[src/design/sat_pkg.sv]
// ----------------------------------------------------------------------------
// sat_pkg
// Shared types, codes and constants of the session affinity table.
// ----------------------------------------------------------------------------
package sat_pkg;

  localparam int ENTRIES   = 64;
  localparam int KEY_BYTES = 32;
  localparam int KEY_W     = 256;
  localparam int IDX_W     = (ENTRIES > 1) ? $clog2(ENTRIES) : 1;
  localparam int CNT_W     = $clog2(ENTRIES + 1);

  localparam logic [1:0] MODE_LOOKUP  = 2'd0;
  localparam logic [1:0] MODE_WRITE   = 2'd1;
  localparam logic [1:0] MODE_RESTORE = 2'd2;

  localparam logic [2:0] KIND_MISS = 3'd0;
  localparam logic [2:0] KIND_HIT  = 3'd1;
  localparam logic [2:0] KIND_ADD  = 3'd2;
  localparam logic [2:0] KIND_UPD  = 3'd3;
  localparam logic [2:0] KIND_DEL  = 3'd4;

  localparam logic [6:0] MAX_ENTRIES_RESET = 7'd64;

  function automatic logic [KEY_W-1:0] key_mask();
    logic [KEY_W-1:0] m;
    m = '0;
    for (int b = 0; b < KEY_W / 8; b++) begin
      if (b < KEY_BYTES) m[8*b +: 8] = 8'hff;
    end
    return m;
  endfunction

  localparam logic [KEY_W-1:0] KEY_MASK = key_mask();

  typedef struct packed {
    logic [1:0]  mode;
    logic [63:0] key_word0;
    logic [63:0] key_word1;
    logic [63:0] key_word2;
    logic [63:0] key_word3;
    logic [31:0] server_addr;
    logic [15:0] server_port;
    logic [31:0] cur_time;
  } req_t;

  typedef struct packed {
    logic [2:0]  kind;
    logic [63:0] out_key_word0;
    logic [63:0] out_key_word1;
    logic [63:0] out_key_word2;
    logic [63:0] out_key_word3;
    logic [31:0] out_addr;
    logic [15:0] out_port;
    logic [31:0] out_time;
    logic        last;
  } rsp_t;

  typedef struct packed {
    logic             valid;
    logic [KEY_W-1:0] key;
    logic [31:0]      addr;
    logic [15:0]      port;
    logic [31:0]      tstamp;
    logic [31:0]      order;
  } entry_t;

  typedef struct packed {
    logic shift;
    logic wr;
  } cell_ctl_t;

endpackage

[src/design/sat_cell.sv]
// ----------------------------------------------------------------------------
// sat_cell
// One table entry of the rotating ring; takes its neighbour's entry on shift.
// ----------------------------------------------------------------------------
module sat_cell (
  input  logic               clk,
  input  logic               rst,
  input  sat_pkg::cell_ctl_t ctl,
  input  sat_pkg::entry_t    prev,
  input  sat_pkg::entry_t    wdata,
  output sat_pkg::entry_t    ent
);

  sat_pkg::entry_t ent_q;
  logic            vld;

  always_ff @(posedge clk) begin
    if (rst) begin
      vld <= 1'b0;
    end else if (ctl.wr) begin
      vld <= wdata.valid;
    end else if (ctl.shift) begin
      vld <= prev.valid;
    end
  end

  always_ff @(posedge clk) begin
    if (ctl.wr) begin
      ent_q <= wdata;
    end else if (ctl.shift) begin
      ent_q <= prev;
    end
  end

  always_comb begin
    ent       = ent_q;
    ent.valid = vld;
  end

endmodule

[config.mk]
export PLATFORM = sky130hd
export DESIGN_NAME = sat_cell
export DESIGN_NICKNAME = d
export VERILOG_FILES = /design/src/design/sat_pkg.sv /design/src/design/sat_cell.sv
export SDC_FILE = /design/constraint.sdc
export NUM_CORES = 1
export LEC_CHECK = 0
export ABC_CLOCK_PERIOD_IN_PS = 7070
export BUFFER_PORTS_ARGS = -buffer_cell sky130_fd_sc_hd__buf_4
export CORE_AREA = 2 2 436 438
export CTS_BUF_LIST = sky130_fd_sc_hd__clkbuf_4 sky130_fd_sc_hd__clkbuf_8
export DETAILED_ROUTE_END_ITERATION = 8
export DIE_AREA = 0 0 438 440
export GPL_ROUTABILITY_DRIVEN = 0
export PLACE_DENSITY = 0.32
export SETUP_SLACK_MARGIN = 0.2
export SLEW_MARGIN = 20
export SYNTH_ARGS = -nofsm -noshare
export SYNTH_HDL_FRONTEND = slang
export SYNTH_SLANG_ARGS = --single-unit
[constraint.sdc]
create_clock -name clk -period 7.07 [get_ports clk]
set_clock_uncertainty 0.1 [all_clocks]
set_input_delay 0.707 -clock clk [delete_from_list [all_inputs] [get_ports clk]]
set_output_delay 0.707 -clock clk [all_outputs]
set_load 0.02 [all_outputs]
==> reports/qor.txt <==
Worst endpoint required time: 7.49 ns
Initial DRC Count: 499
Sequential fraction of the synthesis area: 67.9%
# IOs: 1111
Critical Path End Type: flop
H-tree level count: 3
Routed length per placed instance: 23.0 µm
Postcts setup bufs: 0
Status: completed
Share of layout cells above drive strength 1: 63.9%
Post-DP HPWL: 96.3 mm
Layout fillers: 20789
Initial core utilization: 8.65%
Worst relative slew slack: 33.7%
CTS root buffer: clkbuf_8
Synth top area cells: edfxtp_1 (68%), mux2_4 (17%), mux2_2 (12%)
CTS Buf Count: 83
Synth Warn #: 0
Worst Tran Pin Value: 0.995 ns
Die area: 193000 µm²
Total power: 7.14 mW
Clk sinks: 369
Area leader, netlist: edfxtp_1
Number of max-cap violations: 0
WP data arrival: 3.25 ns
Max-slew violations: 0
WS Path Type: input port to flop
Fin. Hold Viols: 0
CP Launch Type: input port
Vias in the first global route: 15151
Mapped Area: 16300 µm²
Setup Viol. Count Final: 0
Post-Place Setup Slack: 3.78 ns
Syn_nets: 1526
Area delta synth->final: 113%
CTS clk-pin slew, worst paths: 0.05 ns
Hold path endpoint: ent[271]$_DFFE_PP_
Die Y-Extent: 440 µm
CP max FO: 110
Hold Crit Start: wdata[271]
R2R depth: 2
Initial antenna violation count: 80
Setup_tns: 0 ns
DRC: 0
Clock buffer depth: 3
Synth Register Bits: 369
Post-Synthesis Cells: 784
Worst min path class: input port to flop
CORE AREA: 189000 µm²
Worst hold margin: 0.133 ns
Antenna Nets Post-Route: 0
Fin crit period: 2.84 ns
Area share of the largest cell type after synthesis: 67.8%
Total vias in the final route: 14506
Placement row count: 160
Drt pass-1 iters: 6
Final core utilization: 18.4%
Power Dens Cells: 206 nW/µm²
RR Startpoint: vld$_SDFFE_PP0P_
Leakage power: 14.6 nW
Nets: 3233
Largest net degree at the start of global routing: 118
Fin crit share: 40.1%
RSZ-0062 raised after global routing: no
Clock latency at the later pin of the worst-skew pair: 0.79 ns
Gr ovfl total: 0
Post-Route WL: 117 mm
R2R setup slack: 6.28 ns
CTS tree: built
Global-route wire length before repair: 146 mm
PortBufs: 1110
Synth cell types: 12
PnR worst setup slack: 4.23 ns
Max frequency: 0.353 GHz
DIE WIDTH: 438 µm
Post-CTS sizing: 0
Total global-route track usage: 11.5%
Avg Cell Area, Syn: 20.8 µm²
Via density: 2.86
Hold Path Cell Cnt: 2
Worst IR Drop VDD: 109 µV
Reg2reg end: vld$_SDFFE_PP0P_
## synth_stat cells, drive strengths merged
cell type,number
or2,1
mux2i,1
edfxtp,368
inv,1
a211oi,1
nor2b,1
mux2,368
buf,42
dfxtp,1
## per-layer routing
layer | share of wire [%] | vias up | global-route usage, %
met1 | 37 | 7108 | 12.4
met5 | 0.33 | - | 0
li1 | - | 6560 | -
met2 | 52 | 584 | 20.8
met4 | 2.5 | 60 | 3.39
met3 | 8.3 | 194 | 4.46
## state kept, by name, indices dropped and copies added, names as in the netlist
| register | cells |
|---|---|
| vld | 1 |
| ent | 368 |
## critical path, stage by stage
cell and delay (ns):
buf_8 0.34, buf_12 0.42, buf_12 0.56, mux2_2 0.41, dlygate4sd3_1 0.56
## through the flow
stage	area [µm²]	instances
floorplan	16300	784
global placement	27600	4377
detailed placement	27600	4377
CTS	34600	5059
global route	34700	5068
finish	34700	5078
## cell usage in the layout, fill, tap and decap left out
cell	count
nor2b_1	1
or2_4	1
mux2i_1	1
clkinv_2	1
buf_4	1118
mux2_2	180
clkbuf_4	40
a211oi_2	1
inv_2	1
edfxtp_1	368
clkinv_1	9
bufinv_16	2
clkinvlp_4	1
buf_12	5
dlygate4sd3_1	540
mux2_4	188
dfxtp_1	1
inv_6	2
diode_2	19
clkinv_8	1
buf_8	1
inv_8	1
inv_12	2
clkbuf_8	83
## power breakdown
part / total (mW) / internal [mW] / switching (mW)
registers: 2.78 / 2.69 / 0.0908
logic: 1.81 / 0.981 / 0.825
clock network: 2.55 / 1.38 / 1.17
## cell families after synthesis
group           count (synthesis)  synth area share [%]
mux                           369                  29.8
flops                         369                  67.9
buf+inv                        43                  2.15
simple gates                    2                0.0768
compound gates                  1                0.0767
## how the worst max path moves through the flow
stage	startpoint	endpoint	slack [ns]
floorplan	ctl[0]	ent[0]$_DFFE_PP_	0.81
global placement	ctl[0]	ent[126]$_DFFE_PP_	3.77
detailed placement	ctl[0]	ent[121]$_DFFE_PP_	3.78
CTS	ctl[0]	ent[175]$_DFFE_PP_	4.34
global route	ctl[0]	ent[110]$_DFFE_PP_	4.25
finish	ctl[0]	ent[110]$_DFFE_PP_	4.23
## cell type report
type / instances / area, µm² / share of cell area (%)
timing repair buffer: 1664 / 13900 / 40.1
sequential: 369 / 11100 / 31.9
multi-input combinational: 372 / 4890 / 14.1
tap: 2511 / 3140 / 9.06
clock buffer: 123 / 1440 / 4.16
clock inverter: 19 / 184 / 0.530
antenna: 19 / 47.5 / 0.137
inverter: 1 / 3.75 / 0.0108
## timing repair
item / in CTS / in global routing
hold buffers: 540 / 0
endpoints found under the hold margin: 338 / 0
endpoints found under the setup margin: 0 / 0
Power figures use the tool's default switching activity.
